`config.mk`:
```
export PLATFORM = sky130hd
export DESIGN_NAME = button_repeat_list_cursor_unit_flat
export DESIGN_NICKNAME = d
export VERILOG_FILES = /design/src/rtl/brlc_pkg.sv /design/src/rtl/brlc_if.sv /design/src/rtl/button_repeat_list_cursor_unit.sv /design/src/rtl/brlc_mod.sv /design/src/flat_wrapper.sv
export SDC_FILE = /design/constraint.sdc
export NUM_CORES = 1
export LEC_CHECK = 0
export BUFFER_PORTS_ARGS = -buffer_cell sky130_fd_sc_hd__buf_2
export CAP_MARGIN = 5
export CORE_MARGIN = 5
export CORE_UTILIZATION = 50
export DETAILED_ROUTE_END_ITERATION = 10
export GPL_TIMING_DRIVEN = 0
export PLACE_DENSITY = 0.69
export SETUP_SLACK_MARGIN = 0.02
export SKIP_LAST_GASP = 1
export SLEW_MARGIN = 30
export SYNTH_ARGS = -nofsm -noshare
export SYNTH_HDL_FRONTEND = slang
export SYNTH_HIERARCHICAL = 1
export SYNTH_SLANG_ARGS = --single-unit
```
`constraint.sdc`:
```
create_clock -name clock -period 30.8 [get_ports clock]
set_clock_uncertainty 0.1 [all_clocks]
set_input_delay 3.08 -clock clock [delete_from_list [all_inputs] [get_ports clock]]
set_output_delay 3.08 -clock clock [all_outputs]
set_load 0.005 [all_outputs]
```
`src/rtl/brlc_pkg.sv`:
```
// Shared types, constants and codes for the button repeat list cursor unit.
`default_nettype none

package brlc_pkg;

   localparam int SAMPLE_WIDTH     = 16;
   localparam int LANE_WIDTH       = $clog2(SAMPLE_WIDTH);
   localparam int HOLD_WIDTH       = 16;
   localparam int DELAY_WIDTH      = 16;
   localparam int PERIOD_WIDTH     = 8;
   localparam int LIST_WIDTH       = 8;
   localparam int CSR_DATA_WIDTH   = 16;
   localparam int CSR_INDEX_WIDTH  = 2;
   localparam int NUM_BUTTONS_DEF  = 16;
   localparam int BTN_INDEX_WIDTH  = 5;

   localparam int MOD_WIDTH        = HOLD_WIDTH;
   localparam int MOD_STEP_BITS    = 4;
   localparam int MOD_CYCLES       = MOD_WIDTH / MOD_STEP_BITS;
   localparam int MOD_COUNT_WIDTH  = $clog2(MOD_CYCLES);

   localparam logic [HOLD_WIDTH-1:0]   HOLD_MAX      = 16'hFFFF;
   localparam logic [DELAY_WIDTH-1:0]  DELAY_RESET   = 16'd30;
   localparam logic [PERIOD_WIDTH-1:0] PERIOD_RESET  = 8'd6;
   localparam logic [LIST_WIDTH-1:0]   COUNT_RESET   = 8'd0;
   localparam logic [LIST_WIDTH-1:0]   PAGE_RESET    = 8'd8;

   localparam int PAD_UP    = 0;
   localparam int PAD_DOWN  = 1;
   localparam int PAD_LEFT  = 2;
   localparam int PAD_RIGHT = 3;

   typedef enum logic [CSR_INDEX_WIDTH-1:0] {
      CSR_DELAY  = 2'd0,
      CSR_PERIOD = 2'd1,
      CSR_COUNT  = 2'd2,
      CSR_PAGE   = 2'd3
   } csr_index_type;

   typedef enum logic [2:0] {
      ST_IDLE,
      ST_LOAD,
      ST_MOD,
      ST_CURSOR,
      ST_DONE
   } state_type;

   typedef struct packed {
      logic                    start;
      logic [MOD_WIDTH-1:0]    dividend;
      logic [PERIOD_WIDTH-1:0] divisor;
   } mod_req_type;

   typedef struct packed {
      logic done;
      logic rem_zero;
   } mod_rsp_type;

endpackage

`default_nettype wire

```
`src/rtl/brlc_if.sv`:
```
// Valid/ready channel interfaces for the sample beat and the result beat.
`default_nettype none

interface brlc_req_if;
   logic                              valid;
   logic                              ready;
   logic [brlc_pkg::SAMPLE_WIDTH-1:0] buttons;

   modport source (output valid, output buttons, input ready);
   modport sink   (input valid, input buttons, output ready);
endinterface

interface brlc_rsp_if;
   logic                              valid;
   logic                              ready;
   logic [brlc_pkg::SAMPLE_WIDTH-1:0] pressed_mask;
   logic [brlc_pkg::SAMPLE_WIDTH-1:0] held_mask;
   logic [brlc_pkg::SAMPLE_WIDTH-1:0] repeat_mask;
   logic [brlc_pkg::LIST_WIDTH-1:0]   cursor;
   logic [brlc_pkg::LIST_WIDTH-1:0]   window_top;
   logic                              moved;

   modport source (output valid, output pressed_mask, output held_mask, output repeat_mask,
                   output cursor, output window_top, output moved, input ready);
   modport sink   (input valid, input pressed_mask, input held_mask, input repeat_mask,
                   input cursor, input window_top, input moved, output ready);
endinterface

`default_nettype wire

```
`src/rtl/button_repeat_list_cursor_unit.sv`:
```
// Top level: button hold counters, typematic repeat and paged list cursor.
//
// One beat on req_bus carries a joypad sample for one frame; one beat on rsp_bus
// returns the rising-edge, held and repeat masks with the list cursor and window
// top after that frame. Exactly one result beat follows every sample beat.
// The block takes one sample at a time: req_bus.ready is high only while idle.
// After a sample beat the block scans the buttons in turn: each gets its hold
// counter update, and a pass through the shared remainder unit when its count
// has reached the initial delay. The cursor is updated after the scan, the
// result beat follows, and after the result beat the block returns to idle
// before the next sample is taken.
// The result holds on rsp_bus until rsp_bus.ready; no new sample is taken
// meanwhile. Configuration writes on the csr_ port take effect at the next
// edge. They are to be issued only while the block is idle; the user is bound
// by this, as the block itself does not enforce it. Writing the list count or
// the page size sends cursor and window top back to zero.
// Synchronous reset clears samples, hold counters, cursor and window, and loads
// the default delay, period, list count and page size.
`default_nettype none

module button_repeat_list_cursor_unit #(
   parameter int NUM_BUTTONS = brlc_pkg::NUM_BUTTONS_DEF
) (
   input  wire                                   clock,
   input  wire                                   reset,
   brlc_req_if.sink                              req_bus,
   brlc_rsp_if.source                            rsp_bus,
   input  wire                                   csr_wr_en,
   input  wire [brlc_pkg::CSR_INDEX_WIDTH-1:0]   csr_index,
   input  wire [brlc_pkg::CSR_DATA_WIDTH-1:0]    csr_wdata
);
   import brlc_pkg::*;

   localparam int IDXW = $clog2(NUM_BUTTONS);

   state_type                state_ff, state_in;
   logic [DELAY_WIDTH-1:0]   delay_ff;
   logic [PERIOD_WIDTH-1:0]  period_ff;
   logic [LIST_WIDTH-1:0]    count_ff;
   logic [LIST_WIDTH-1:0]    page_ff;
   logic [SAMPLE_WIDTH-1:0]  now_ff;
   logic [SAMPLE_WIDTH-1:0]  last_ff;
   logic [SAMPLE_WIDTH-1:0]  rep_ff;
   logic [HOLD_WIDTH-1:0]    hold_ff [NUM_BUTTONS];
   logic [IDXW-1:0]          idx_ff;
   logic [LIST_WIDTH-1:0]    cur_ff;
   logic [LIST_WIDTH-1:0]    top_ff;
   logic                     moved_ff;

   logic                     accept;
   logic [BTN_INDEX_WIDTH-1:0] idx_ext;
   logic                     in_lane;
   logic                     now_bit;
   logic                     idx_last;
   logic [HOLD_WIDTH-1:0]    cnt_cur;
   logic [HOLD_WIDTH-1:0]    cnt_new;
   logic                     need_mod;
   logic [SAMPLE_WIDTH-1:0]  pressed;
   logic [SAMPLE_WIDTH-1:0]  rep_all;
   logic [LIST_WIDTH-1:0]    cur_v;
   logic [LIST_WIDTH-1:0]    top_v;
   logic                     chg_v;
   mod_req_type              mod_req;
   mod_rsp_type              mod_rsp;

   brlc_mod u_mod (
      .clock   (clock),
      .reset   (reset),
      .mod_req (mod_req),
      .mod_rsp (mod_rsp)
   );

   assign accept   = req_bus.valid && req_bus.ready;
   assign idx_ext  = BTN_INDEX_WIDTH'(idx_ff);
   assign in_lane  = idx_ext < BTN_INDEX_WIDTH'(SAMPLE_WIDTH);
   assign now_bit  = in_lane && now_ff[idx_ext[LANE_WIDTH-1:0]];
   assign idx_last = (idx_ff == IDXW'(NUM_BUTTONS - 1));
   assign cnt_cur  = hold_ff[idx_ff];
   assign cnt_new  = !now_bit ? '0 : (cnt_cur == HOLD_MAX) ? cnt_cur : cnt_cur + 1'b1;
   assign need_mod = now_bit && (cnt_new >= delay_ff);
   assign pressed  = now_ff & ~last_ff;
   assign rep_all  = rep_ff | pressed;

   always_comb begin
      state_in         = state_ff;
      req_bus.ready    = (state_ff == ST_IDLE);
      rsp_bus.valid    = (state_ff == ST_DONE);
      mod_req.start    = 1'b0;
      mod_req.dividend = cnt_new - delay_ff;
      mod_req.divisor  = (period_ff == '0) ? PERIOD_WIDTH'(1) : period_ff;
      unique case (state_ff)
         ST_IDLE: begin
            if (req_bus.valid) begin
               state_in = ST_LOAD;
            end
         end
         ST_LOAD: begin
            if (need_mod) begin
               mod_req.start = 1'b1;
               state_in      = ST_MOD;
            end else if (idx_last) begin
               state_in = ST_CURSOR;
            end
         end
         ST_MOD: begin
            if (mod_rsp.done) begin
               state_in = idx_last ? ST_CURSOR : ST_LOAD;
            end
         end
         ST_CURSOR: begin
            state_in = ST_DONE;
         end
         ST_DONE: begin
            if (rsp_bus.ready) begin
               state_in = ST_IDLE;
            end
         end
         default: begin
            state_in = ST_IDLE;
         end
      endcase
   end

   always_ff @(posedge clock) begin
      if (reset) begin
         state_ff <= ST_IDLE;
      end else begin
         state_ff <= state_in;
      end
   end

   // Apply down, up, page down and page up in that order on one cursor.
   always_comb begin
      logic [LIST_WIDTH-1:0] last_row;
      logic [LIST_WIDTH:0]   sum9;
      logic [LIST_WIDTH-1:0] tgt;
      last_row = count_ff - 1'b1;
      cur_v    = cur_ff;
      top_v    = top_ff;
      chg_v    = 1'b0;
      sum9     = '0;
      tgt      = '0;
      if (count_ff != '0) begin
         if (rep_all[PAD_DOWN] && (cur_v < last_row)) begin
            cur_v = cur_v + 1'b1;
            if ({1'b0, cur_v} >= ({1'b0, top_v} + {1'b0, page_ff})) begin
               top_v = (top_v == '1) ? top_v : top_v + 1'b1;
            end
            chg_v = 1'b1;
         end
         if (rep_all[PAD_UP] && (cur_v != '0)) begin
            cur_v = cur_v - 1'b1;
            if (cur_v < top_v) begin
               top_v = top_v - 1'b1;
            end
            chg_v = 1'b1;
         end
         if (pressed[PAD_RIGHT]) begin
            sum9 = {1'b0, cur_v} + {1'b0, page_ff};
            tgt  = (sum9 >= {1'b0, count_ff}) ? last_row : sum9[LIST_WIDTH-1:0];
            if (tgt != cur_v) begin
               cur_v = tgt;
               if ({1'b0, cur_v} >= ({1'b0, top_v} + {1'b0, page_ff})) begin
                  sum9  = {1'b0, cur_v} + 1'b1 - {1'b0, page_ff};
                  top_v = sum9[LIST_WIDTH] ? '1 : sum9[LIST_WIDTH-1:0];
               end
               chg_v = 1'b1;
            end
         end
         if (pressed[PAD_LEFT]) begin
            tgt = (cur_v >= page_ff) ? cur_v - page_ff : '0;
            if (tgt != cur_v) begin
               cur_v = tgt;
               if (cur_v < top_v) begin
                  top_v = cur_v;
               end
               chg_v = 1'b1;
            end
         end
      end
   end

   always_ff @(posedge clock) begin
      if (reset) begin
         delay_ff  <= DELAY_RESET;
         period_ff <= PERIOD_RESET;
         count_ff  <= COUNT_RESET;
         page_ff   <= PAGE_RESET;
         now_ff    <= '0;
         last_ff   <= '0;
         rep_ff    <= '0;
         idx_ff    <= '0;
         cur_ff    <= '0;
         top_ff    <= '0;
         moved_ff  <= 1'b0;
         for (int i = 0; i < NUM_BUTTONS; i++) begin
            hold_ff[i] <= '0;
         end
      end else begin
         if (csr_wr_en) begin
            unique case (csr_index)
               CSR_DELAY:  delay_ff <= csr_wdata[DELAY_WIDTH-1:0];
               CSR_PERIOD: period_ff <= csr_wdata[PERIOD_WIDTH-1:0];
               CSR_COUNT: begin
                  count_ff <= csr_wdata[LIST_WIDTH-1:0];
                  cur_ff   <= '0;
                  top_ff   <= '0;
               end
               CSR_PAGE: begin
                  page_ff <= csr_wdata[LIST_WIDTH-1:0];
                  cur_ff  <= '0;
                  top_ff  <= '0;
               end
               default: begin
               end
            endcase
         end
         if (accept) begin
            last_ff <= now_ff;
            now_ff  <= req_bus.buttons;
            rep_ff  <= '0;
            idx_ff  <= '0;
         end
         if (state_ff == ST_LOAD) begin
            hold_ff[idx_ff] <= cnt_new;
            if (!need_mod && !idx_last) begin
               idx_ff <= idx_ff + 1'b1;
            end
         end
         if ((state_ff == ST_MOD) && mod_rsp.done) begin
            if (mod_rsp.rem_zero && in_lane) begin
               rep_ff[idx_ext[LANE_WIDTH-1:0]] <= 1'b1;
            end
            if (!idx_last) begin
               idx_ff <= idx_ff + 1'b1;
            end
         end
         if (state_ff == ST_CURSOR) begin
            rep_ff   <= rep_all;
            cur_ff   <= cur_v;
            top_ff   <= top_v;
            moved_ff <= chg_v;
         end
      end
   end

   assign rsp_bus.pressed_mask = pressed;
   assign rsp_bus.held_mask    = now_ff;
   assign rsp_bus.repeat_mask  = rep_ff;
   assign rsp_bus.cursor       = cur_ff;
   assign rsp_bus.window_top   = top_ff;
   assign rsp_bus.moved        = moved_ff;

`ifndef SYNTH
   a_no_accept_while_result: assert property (@(posedge clock) disable iff (reset)
      rsp_bus.valid |-> !req_bus.ready)
      else $error("sample taken while a result beat is pending");

   a_cursor_in_list: assert property (@(posedge clock) disable iff (reset)
      (rsp_bus.valid && (count_ff != '0)) |-> (cur_ff < count_ff))
      else $error("cursor beyond last list entry");

   a_mod_done_in_wait: assert property (@(posedge clock) disable iff (reset)
      mod_rsp.done |-> (state_ff == ST_MOD))
      else $error("remainder unit finished outside its wait state");

   a_repeat_has_press: assert property (@(posedge clock) disable iff (reset)
      rsp_bus.valid |-> ((pressed & ~rsp_bus.repeat_mask) == '0))
      else $error("rising edge missing from repeat mask");
`endif

endmodule

`default_nettype wire

```
`src/rtl/brlc_mod.sv`:
```
// Shared iterative remainder unit, several restoring steps per cycle.
`default_nettype none

module brlc_mod (
   input  wire                  clock,
   input  wire                  reset,
   input  brlc_pkg::mod_req_type mod_req,
   output brlc_pkg::mod_rsp_type mod_rsp
);
   import brlc_pkg::*;

   logic                       busy_ff, busy_in;
   logic [MOD_COUNT_WIDTH-1:0] cnt_ff, cnt_in;
   logic [MOD_WIDTH-1:0]       quo_ff, quo_in;
   logic [PERIOD_WIDTH-1:0]    rem_ff, rem_in;
   logic [PERIOD_WIDTH-1:0]    div_ff, div_in;
   logic [MOD_WIDTH-1:0]       quo_step;
   logic [PERIOD_WIDTH-1:0]    rem_step;

   always_comb begin
      logic [PERIOD_WIDTH:0] trial;
      rem_step = rem_ff;
      quo_step = quo_ff;
      for (int k = 0; k < MOD_STEP_BITS; k++) begin
         trial = {rem_step, quo_step[MOD_WIDTH-1]};
         if (trial >= {1'b0, div_ff}) begin
            trial = trial - {1'b0, div_ff};
         end
         rem_step = trial[PERIOD_WIDTH-1:0];
         quo_step = {quo_step[MOD_WIDTH-2:0], 1'b0};
      end
   end

   always_comb begin
      busy_in = busy_ff;
      cnt_in  = cnt_ff;
      quo_in  = quo_ff;
      rem_in  = rem_ff;
      div_in  = div_ff;
      if (mod_req.start) begin
         busy_in = 1'b1;
         cnt_in  = '0;
         quo_in  = mod_req.dividend;
         rem_in  = '0;
         div_in  = mod_req.divisor;
      end else if (busy_ff) begin
         cnt_in = cnt_ff + 1'b1;
         quo_in = quo_step;
         rem_in = rem_step;
         if (cnt_ff == MOD_COUNT_WIDTH'(MOD_CYCLES - 1)) begin
            busy_in = 1'b0;
         end
      end
   end

   assign mod_rsp.done     = busy_ff && (cnt_ff == MOD_COUNT_WIDTH'(MOD_CYCLES - 1));
   assign mod_rsp.rem_zero = (rem_step == '0);

   always_ff @(posedge clock) begin
      if (reset) begin
         busy_ff <= 1'b0;
         cnt_ff  <= '0;
      end else begin
         busy_ff <= busy_in;
         cnt_ff  <= cnt_in;
      end
      quo_ff <= quo_in;
      rem_ff <= rem_in;
      div_ff <= div_in;
   end

endmodule

`default_nettype wire
```
`src/flat_wrapper.sv`:
```
// flat-port wrapper written by rule: the top's interface ports become plain ports
module button_repeat_list_cursor_unit_flat import brlc_pkg::*;
#(
   parameter int NUM_BUTTONS = brlc_pkg::NUM_BUTTONS_DEF
)
  (clock, reset, csr_wr_en, csr_index, csr_wdata, req_bus_valid, req_bus_buttons, req_bus_ready, rsp_bus_valid, rsp_bus_pressed_mask, rsp_bus_held_mask, rsp_bus_repeat_mask, rsp_bus_cursor, rsp_bus_window_top, rsp_bus_moved, rsp_bus_ready);
  brlc_req_if req_bus_i ();
  brlc_rsp_if rsp_bus_i ();
  input  wire clock;
  input  wire reset;
  input  wire csr_wr_en;
  input  wire [brlc_pkg::CSR_INDEX_WIDTH-1:0] csr_index;
  input  wire [brlc_pkg::CSR_DATA_WIDTH-1:0] csr_wdata;
  input wire logic [$bits(req_bus_i.valid)-1:0] req_bus_valid;
  input wire logic [$bits(req_bus_i.buttons)-1:0] req_bus_buttons;
  output wire logic [$bits(req_bus_i.ready)-1:0] req_bus_ready;
  output wire logic [$bits(rsp_bus_i.valid)-1:0] rsp_bus_valid;
  output wire logic [$bits(rsp_bus_i.pressed_mask)-1:0] rsp_bus_pressed_mask;
  output wire logic [$bits(rsp_bus_i.held_mask)-1:0] rsp_bus_held_mask;
  output wire logic [$bits(rsp_bus_i.repeat_mask)-1:0] rsp_bus_repeat_mask;
  output wire logic [$bits(rsp_bus_i.cursor)-1:0] rsp_bus_cursor;
  output wire logic [$bits(rsp_bus_i.window_top)-1:0] rsp_bus_window_top;
  output wire logic [$bits(rsp_bus_i.moved)-1:0] rsp_bus_moved;
  input wire logic [$bits(rsp_bus_i.ready)-1:0] rsp_bus_ready;
  assign req_bus_i.valid = req_bus_valid;
  assign req_bus_i.buttons = req_bus_buttons;
  assign req_bus_ready = req_bus_i.ready;
  assign rsp_bus_valid = rsp_bus_i.valid;
  assign rsp_bus_pressed_mask = rsp_bus_i.pressed_mask;
  assign rsp_bus_held_mask = rsp_bus_i.held_mask;
  assign rsp_bus_repeat_mask = rsp_bus_i.repeat_mask;
  assign rsp_bus_cursor = rsp_bus_i.cursor;
  assign rsp_bus_window_top = rsp_bus_i.window_top;
  assign rsp_bus_moved = rsp_bus_i.moved;
  assign rsp_bus_i.ready = rsp_bus_ready;
  button_repeat_list_cursor_unit #(.NUM_BUTTONS(NUM_BUTTONS)) u_core (.clock(clock), .reset(reset), .req_bus(req_bus_i), .rsp_bus(rsp_bus_i), .csr_wr_en(csr_wr_en), .csr_index(csr_index), .csr_wdata(csr_wdata));
endmodule
```
# Yosys cells after proc, flatten, opt, wreduce, memory -nomap -nowiden
# Memory sizes are Yosys's and may differ from the RTL's. A register that Yosys moved wholly into a read port is not among the register bits.
# Index checks and enable logic that the tools add are counted.
dict set report classes {
  addsub 19
  bitwise 4
  reduce_logical 30
  mux 82
  n_lt_le_gt_ge 15
  n_eq_ne 18
}
# op n
set ops {}
lappend ops {{2-to-1 mux 8 bit} 36}
lappend ops {{2-to-1 mux 16 bit} 10}
lappend ops {{greater-or-equal comparator 9 x 8 -> 1 bit} 5}
lappend ops {{subtractor 8 bit} 5}
lappend ops {{OR 16 bit} 2}
lappend ops {{2-to-1 mux 4 bit} 7}
lappend ops {{adder 8 x 8 -> 9 bit} 3}
lappend ops {{less-than comparator 8 bit} 3}
lappend ops {{subtractor 8 x 1 -> 8 bit (second input constant)} 3}
lappend ops {{2-to-1 mux 1 bit} 20}
lappend ops {{greater-or-equal comparator 8 x 9 -> 1 bit} 2}
lappend ops {{adder 16 x 1 -> 16 bit (second input constant)} 1}
lappend ops {{adder 8 x 1 -> 8 bit (second input constant)} 2}
lappend ops {{bitwise AND 16 bit} 1}
lappend ops {{== test 16 bit (second input constant)} 1}
lappend ops {{greater-or-equal comparator 16 bit} 1}
lappend ops {{zero test 8 bit} 2}
lappend ops {{inequality test 8 bit} 2}
lappend ops {{NOT 16 bit} 1}
lappend ops {{nonzero test 8 bit} 2}
lappend ops {{OR reduction 16 bit} 1}
lappend ops {{subtractor 16 bit} 1}
lappend ops {{2-to-1 mux 3 bit} 5}
lappend ops {{case mux 3 bit (5 select lines)} 1}
lappend ops {{other kinds (29)} 51}
dict set report word_totals {
  n_memories 1
  input_bits 39
  elab_cells 186
  mem_bits_rw 256
  regBits 147
}
# name depth width read_ports rd_ports_with_merged_regs wr line_no
set memory_table {}
lappend memory_table {u_core.hold_ff 16 16 1 1 16 button_repeat_list_cursor_unit.sv:44} ;# logic [HOLD_WIDTH-1:0] hold_ff [NUM_BUTTONS];

# Longest topological paths before layout
# Gate-level depths: netlist (run 1).
dict set report logic_depth {
  word_depth 26
  mapped_depth 56
}

# Modules after synthesis
# The synthesis (run 1) kept the hierarchy.
# module instances cells_each area_each_um2
set modules_own_cells {}
lappend modules_own_cells {button_repeat_list_cursor_unit 1 2121 21460.6}
lappend modules_own_cells {brlc_mod 1 345 3195.6}

# Worst setup path after synthesis (run 1)
# No wires, ideal clock.
dict set report synth_timing {
  path_type {register -> register}
  start {register u_core.count_ff[2]}
  end {register u_core.cur_ff[2], in the netlist u_core/rsp_bus.cursor[2]}
  stages_incl_launch_ff 57
  setup_ns 0.128
  path_slack_ns 19.834
  period_less_slack_ns 10.966
  t_arrival_ns 10.738
  path_cell_list {dfxtp_1 or3_1 nor2_1 nand4_1 xnor2_1 ha_1 nand2_1 o221a_2 buf_2 o21a_1 buf_2 xnor2_1 ha_1 nor3b_1 a22o_1 a21oi_1 and2_1 xnor2_1 [... 21 more ...] a21o_1 a21oi_1 a21oi_1 o21ai_0 nand2b_1 a31o_2 clkbuf_1 nand3_1 inv_1 xnor2_1 o21ai_0 o2111ai_1 a311o_1 or3_1 buf_2 buf_6 nand4_1 o211ai_1}
}
dict set report synth_between {
  elab_chain_cells 23
}
# element line_no
set synth_rtl {}
lappend synth_rtl {{from (decl)} button_repeat_list_cursor_unit.sv:39} ;# logic [LIST_WIDTH-1:0] count_ff;
lappend synth_rtl {{from (signal assigned)} button_repeat_list_cursor_unit.sv:205} ;# count_ff <= csr_wdata[LIST_WIDTH-1:0];
lappend synth_rtl {{branches (longest 23 deep; another with adder 8 x 8 -> 9 bit)} --}
lappend synth_rtl {{to (signal assigned)} button_repeat_list_cursor_unit.sv:240} ;# cur_ff <= cur_v;
lappend synth_rtl {{to (decl)} button_repeat_list_cursor_unit.sv:46} ;# logic [LIST_WIDTH-1:0] cur_ff;
# Several ways; the timed one is not identified. The select of a mux whose other input is x is not followed.
# A chain may end at the register's enable or synchronous reset.

# Final worst setup path (run 1)
dict set report layout_timing {
  start {register u_core.count_ff[2]}
  end {register u_core.cur_ff[6], in the netlist u_core/rsp_bus.cursor[6]}
}
# Same word-level chain as after synthesis.

==> results of run 1 <==
## through the flow
| step | cell area, um^2 | power, mW | instances |
|---|---|---|---|
| finish | 27500 | 2.33 | 3313 |
| detailed placement | 26000 | 1.79 | 3235 |
| floorplan | 24700 | 1.52 | 2466 |
| global route | 27500 | 2.49 | 3313 |
| CTS | 27500 | 2.32 | 3313 |
| global placement | 26000 | 1.75 | 3235 |
## power groups by stage
| stage | logic (mW) | clock network, mW | registers (mW) |
|---|---|---|---|
| global placement | 1.12 | 0 | 0.630 |
| global route | 1.30 | 0.559 | 0.623 |
| floorplan | 0.898 | 0 | 0.625 |
| detailed placement | 1.15 | 0 | 0.632 |
| finish | 1.18 | 0.529 | 0.620 |
| CTS | 1.16 | 0.538 | 0.621 |
## final timing paths
check	start	end	slack [ns]	cells past startpoint
max reg2reg	u_core/count_ff[2]	u_core/rsp_bus.cursor[6]	17.12	50
max	u_core/count_ff[2]	u_core/rsp_bus.cursor[6]	17.12	50
min reg2reg	u_core/delay_ff[14]	u_core/delay_ff[14]	0.35	2
min	u_core/delay_ff[14]	u_core/delay_ff[14]	0.35	2
## cells by family (layout without fill, tap and decap cells)
logic type	after synthesis	in the layout	share of synthesized area [%]
xor+xnor	117	117	4.21
simple gates	935	935	17.0
flops	403	403	44.1
compound gates	411	411	10.9
buf+inv	285	468	4.51
fa+ha+maj	164	164	8.63
mux	151	151	10.6
## flip-flops by register name (all words and copies together), names as in the netlist
| register | count |
|---|---|
| u_core/count_ff | 8 |
| u_core/u_mod/busy_ff | 1 |
| u_core/idx_ff | 4 |
| u_core/rsp_bus.window_top | 8 |
| u_core/hold_ff | 256 |
| u_core/rsp_bus.moved | 1 |
| u_core/rsp_bus.cursor | 8 |
| u_core/rsp_bus.held_mask | 16 |
| u_core/u_mod/rem_ff | 8 |
| u_core/rsp_bus.repeat_mask | 16 |
| u_core/u_mod/quo_ff | 16 |
| u_core/page_ff | 8 |
| u_core/delay_ff | 16 |
| u_core/last_ff | 16 |
| u_core/period_ff | 8 |
| u_core/state_ff | 3 |
| u_core/u_mod/div_ff | 8 |
| u_core/u_mod/cnt_ff | 2 |
## layout make-up
type | count | area share, %
Clock buffer | 61 | 4.47
Timing Repair Buffer | 105 | 1.91
Inverter | 149 | 2.03
Sequential cell | 403 | 39.5
Multi-Input combinational cell | 1778 | 46.2
Clock inverter | 17 | 0.778
Tap cell | 664 | 3.02
Buffer | 136 | 2.02
## worst max-delay path: cells and delay by family, from the launching register on
kind,cells,cell delay (ns)
AND/OR/NAND/NOR,12,2.99
flip-flops,1,0.36
buffers and inverters,5,0.84
XOR/XNOR,3,0.95
AO/OA/AOI/OAI,21,4.68
multiplexers,3,1.64
adder cells (fa/ha/maj),6,1.98
## layout by cell type (no fill, tap or decap), drive strengths merged, types with 9 or more instances in the layout
cell and instances:
nor2 403, and3 11, a21oi 154, o21a 13, inv 152, a311oi 9, dfxtp 123, ha 154
fa 10, o21ai 74, o21bai 9, nand3 48, nor3b 10, nand2b 37, mux2i 35, buf 134
nor3 35, nand4 32, xnor2 70, a21o 27, nand2 254, o31ai 10, a211o 10, edfxtp 280
o211ai 22, and2 25, mux4 85, xor2 46, or3 9, a31oi 14, clkbuf 168, a211oi 9
mux2 31, nor2b 33, a21boi 11
## routing by layer
layer	up-vias	global-route usage, %	share of wire [%]
met2	871	40.9	47
met4	0	7.83	3.1
met5	-	0	0
met3	131	3.86	7.8
met1	9486	35.2	43
li1	9093	-	-
==> impl_metrics.csv, run 1 <==
group,metric,value,unit
final_layout,utilization,56.3,%
timing,layout_setup_ws,17.12,ns
detailed_routing,ant_nets,0,
pwr,p_per_area,84.7,mW/mm^2
yosys,synthCells,2466,
clocking,htree_levels,2,
timing,setup_violations,0,
grt,grt_max_degree,17,
pwr,p_comb_share,50.6,%
clocking,max-clock-path-buffers,3,
clocking,clockRootBuffer,"clkbuf_16",
yosys,ys_top_cells_by_count,"nor2_1 (401), edfxtp_1 (280), nand2_1 (254)",
clocking,cts_made_buffers,43,
floorplan,core-area,0.0488,mm^2
grt,track_usage,25.2,%
pwr,power_frac_seq,26.6,%
final_layout,diodes,0,
floorplan,num_io_pins,106,
critical_path,worstSetupEndpointType,"flip-flop",
detailed_routing,vias_per_cell,5.91,
critical_path,crit_top_cell,"ha_1",
detailed_routing,vias,19600,
timing,fin_crit_sh,44.4,%
critical_path,crit_type,"reg -> reg",
clocking,clk_latency,0.58,ns
critical_path,startpoint_type,"flip-flop",
detailed_routing,routed_wl,68.8,mm
critical_path,worst-endpoint-arrival,14.03,ns
pwr,p_clk_share,22.7,%
clocking,clkSlewWorstSetupHoldPaths,0.06,ns
job,maxCapViolCount,0,
floorplan,initial_core_util,50.5,%
yosys,synth_enable_flop_cells,280,
placed_design,routabilityCongestion,0.955,
yosys,synth_flop_cell,"edfxtp_1",
grt,grt-ovfl-total,0,
yosys,post_synth.cell_area_avg,10.0,um^2
timing,fmax,73.1,MHz
pwr,irDropWorstVdd,112,uV
timing,worst_pin_slew,0.982,ns
grt,grt_pass1_vias,19300,
clocking,cts_setup_buffers,0,
yosys,yosys.area.top_type,"edfxtp_1",
critical_path,worstPathMaxFanout,10,
detailed_routing,first_pass_iters,8,
run_status,status,"completed",
final_layout,fill_cells,4272,
yosys,synth_area_leaders,"edfxtp_1 (34%), dfxtp_1 (10%), ha_1 (7.8%), mux4_2 (7.8%), nor2_1 (6.1%)",
yosys,yosys.cell_types.count,90,
floorplan,die_w,232,um
timing,slew_headroom,32.7,%
placed_design,dp_hpwl,52.1,mm
pwr,switching_share,39.9,%
detailed_routing,avgRoutedWirePerCell,20.8,um
pwr,internal-power,1.40,mW
clocking,clock_sinks,403,
final_layout,num-nets-final,2819,
pwr,power_switching,930,uW
critical_path,worst_path_largest_cell_delay,0.86,ns
final_layout,multi_input_area,0.0127,mm^2
floorplan,fp.dieH,232,um
clocking,hold_buffers,0,
pwr,p_leak,10.5,nW
floorplan,dieArea,0.0539,mm^2
placed_design,io_buffers,105,
placed_design,dp_slack,17.42,ns
timing,min_period,13.68,ns
timing,hold_viol_final,0,
detailed_routing,post-route-drc-count,0,
yosys,synth_nets,2669,
final_layout,areaGrowthSynthToFinish,11.5,%
floorplan,rows,81,
grt,grt_pass1_wl,108,mm
yosys,yosysMostFrequentCell,"nor2_1",
min_path,hold_class,"reg -> reg",
critical_path,cpMaxStageDelayCell,"mux2i_1",
timing,rsz0062_at_grt,"false",
clocking,cts_tree,"done",
timing,final_max_slew_viol_count,0,
timing,finalSetupTns,0,ns
grt,antenna_found_initial,0,
final_layout,drive_gt1_share,13.7,%
detailed_routing,drt-initial-drc-count,2036,
final_layout,register_area,0.0109,mm^2
yosys,synth-seq-cells,403,
yosys,synth_area,0.0247,mm^2
timing,hold-worst-slack,0.354,ns
yosys,synth_top_area_share,34.1,%
yosys,yosys_warnings,6,
yosys,async_flop_share,0,%
clocking,ctsResizeCount,0,
yosys,synth_seq_area_share,44.1,%
critical_path,worstPathRequired,31.15,ns
No activity file was read; power rests on OpenSTA's default activity.
==> run 2: changes to the inputs <==
clock period = 13.3 ns   (was 30.8 ns; I/O delays follow)
==> impl_metrics.csv, run 2 (synthesized netlist as in run 1, its figures left out) <==
group,metric,value,unit
floorplan,core-area,0.0488,mm^2
pwr,irDropWorstVdd,257,uV
final_layout,largest_register,"u_core/hold_ff",
run_status,status,"completed",
critical_path,worstSetupEndpointType,"flip-flop",
critical_path,cpMaxStageDelayCell,"a21oi_1",
pwr,p_per_area,196,mW/mm^2
final_layout,drive_gt1_share,14.7,%
pwr,power_switching,2.17,mW
timing,worst_pin_slew,0.989,ns
timing,setup_violations,0,
pwr,p_comb_share,51.0,%
critical_path,worstPathRequired,13.62,ns
critical_path,r2r_start,"u_core/count_ff[2]",
clocking,clock_sinks,403,
critical_path,reg2reg_slack,0.56,ns
critical_path,startpoint_type,"flip-flop",
critical_path,rr_endpoint,"u_core/rsp_bus.cursor[2]",
placed_design,dp_slack,-0.0758,ns
detailed_routing,first_pass_iters,6,
pwr,switching_share,40.0,%
placed_design,io_buffers,105,
placed_design,routabilityCongestion,0.955,
clocking,htree_levels,2,
clocking,clkSlewWorstSetupHoldPaths,0.06,ns
critical_path,crit_type,"reg -> reg",
detailed_routing,ant_nets,0,
placed_design,placed_cells,3235,
timing,hold-worst-slack,0.356,ns
final_layout,final_common_cell,"nor2_1",
grt,track_usage,25.2,%
timing,min_period,12.74,ns
timing,hold_viol_final,0,
final_layout,largest_register_ffs,256,
clocking,hold_buffers,0,
floorplan,initial_core_util,50.5,%
timing,fmax,78.5,MHz
pwr,power_frac_seq,26.4,%
timing,layout_setup_ws,0.562,ns
detailed_routing,vias,19700,
grt,grt_pass1_wl,108,mm
final_layout,fill_cells,4256,
detailed_routing,routed_wl,69.4,mm
grt,grt_max_degree,17,
critical_path,cp-endpoint,"u_core/rsp_bus.cursor[2]",
pwr,p_leak,10.6,nW
floorplan,dieArea,0.0539,mm^2
floorplan,die_w,232,um
timing,fin_crit_sh,95.8,%
clocking,cts_tree,"done",
clocking,clockRootBuffer,"clkbuf_16",
detailed_routing,drt-initial-drc-count,2041,
detailed_routing,avgRoutedWirePerCell,20.9,um
pwr,internal-power,3.27,mW
critical_path,worst_path_largest_cell_delay,0.60,ns
critical_path,worstPathMaxFanout,10,
final_layout,final_cells,3323,
final_layout,areaGrowthSynthToFinish,12.5,%
grt,grt-ovfl-total,0,
detailed_routing,post-route-drc-count,0,
pwr,p_clk_share,22.6,%
placed_design,dp_hpwl,52.1,mm
critical_path,crit_top_cell,"a21oi_1",
grt,grt_pass1_vias,19300,
clocking,cts_made_buffers,43,
final_layout,final_cell_mix,"nor2_1 (401), edfxtp_1 (280), nand2_1 (254), ha_1 (154), a21oi_1 (148)",
grt,antenna_found_initial,0,
final_layout,num-nets-final,2829,
critical_path,r2r_cells,52,
timing,slew_headroom,34.1,%
min_path,hold_class,"reg -> reg",
detailed_routing,vias_per_cell,5.94,
critical_path,startpoint,"u_core/count_ff[2]",
clocking,max-clock-path-buffers,3,
critical_path,worst-endpoint-arrival,13.06,ns
clocking,clk_latency,0.58,ns
final_layout,diodes,0,
floorplan,fp.dieH,232,um
timing,final_max_slew_viol_count,0,
job,maxCapViolCount,0,
floorplan,num_io_pins,106,
floorplan,rows,81,
run 2: repair_timing:
action,in CTS,in global routing
pin swaps,0,2
endpoints found under the setup margin,14,15
buffers inserted,0,10
resized for setup,2,27
run 2: worst min path at each step:
stage / startpoint / endpoint / slack, ns / cells past startpoint
detailed placement: u_core/delay_ff[5] / u_core/delay_ff[5] / 0.35 / 2
finish: u_core/last_ff[2] / u_core/last_ff[2] / 0.36 / 2
global route: u_core/count_ff[6] / u_core/count_ff[6] / 0.37 / 2
floorplan: u_core/last_ff[2] / u_core/last_ff[2] / 0.33 / 2
CTS: u_core/delay_ff[5] / u_core/delay_ff[5] / 0.35 / 2
global placement: u_core/last_ff[3] / u_core/last_ff[3] / 0.34 / 2
run 2: routing by layer:
metal	GRT usage, %	part of all wire (%)	vias up
met5	0	0	-
met4	7.87	3.0	0
met3	3.82	8.2	138
met2	40.9	47	891
met1	35.2	42	9599
li1	-	-	9115
run 2: worst max-delay path, delay by kind of cell (launching register included):
kind | cells | cell delay (ns)
and+or+nand+nor | 10 | 2.35
buffers and inverters | 7 | 1.11
muxes | 4 | 1.29
adders and majority gates | 6 | 1.81
AOI/OAI and AO/OA | 22 | 5.01
DFF | 1 | 0.36
xor gates and xnor gates | 3 | 0.56
run 2: power by group through the flow:
stage | sequential (mW) | clock, mW | combinational [mW]
floorplan | 1.45 | 0 | 2.08
global placement | 1.46 | 0 | 2.59
detailed placement | 1.46 | 0 | 2.67
CTS | 1.44 | 1.25 | 2.69
global route | 1.44 | 1.30 | 3.06
finish | 1.44 | 1.23 | 2.77
run 2: area by class of cell:
cell class	instances	area (um^2)	area share, %
clock inverter	17	214	0.771
inverter	149	559	2.02
timing repair buffer	115	613	2.21
multi-input combinational	1778	12900	46.4
tap	664	831	2.99
buffer	136	557	2.01
sequential	403	10900	39.2
clock buffer	61	1230	4.43
run 2: metrics by stage:
stage          setup TNS [ns]  utilization, %  instance area (um^2)  power, mW
4_1_cts                     0            56.2                 27500       5.37
3_3_place_gp           -0.483            53.3                 26000       4.05
5_1_grt               -0.0694            56.8                 27700       5.80
2_1_floorplan               0               -                 24700       3.53
6_report                    0            56.8                 27700       5.44
3_5_place_dp           -0.187            53.3                 26000       4.14
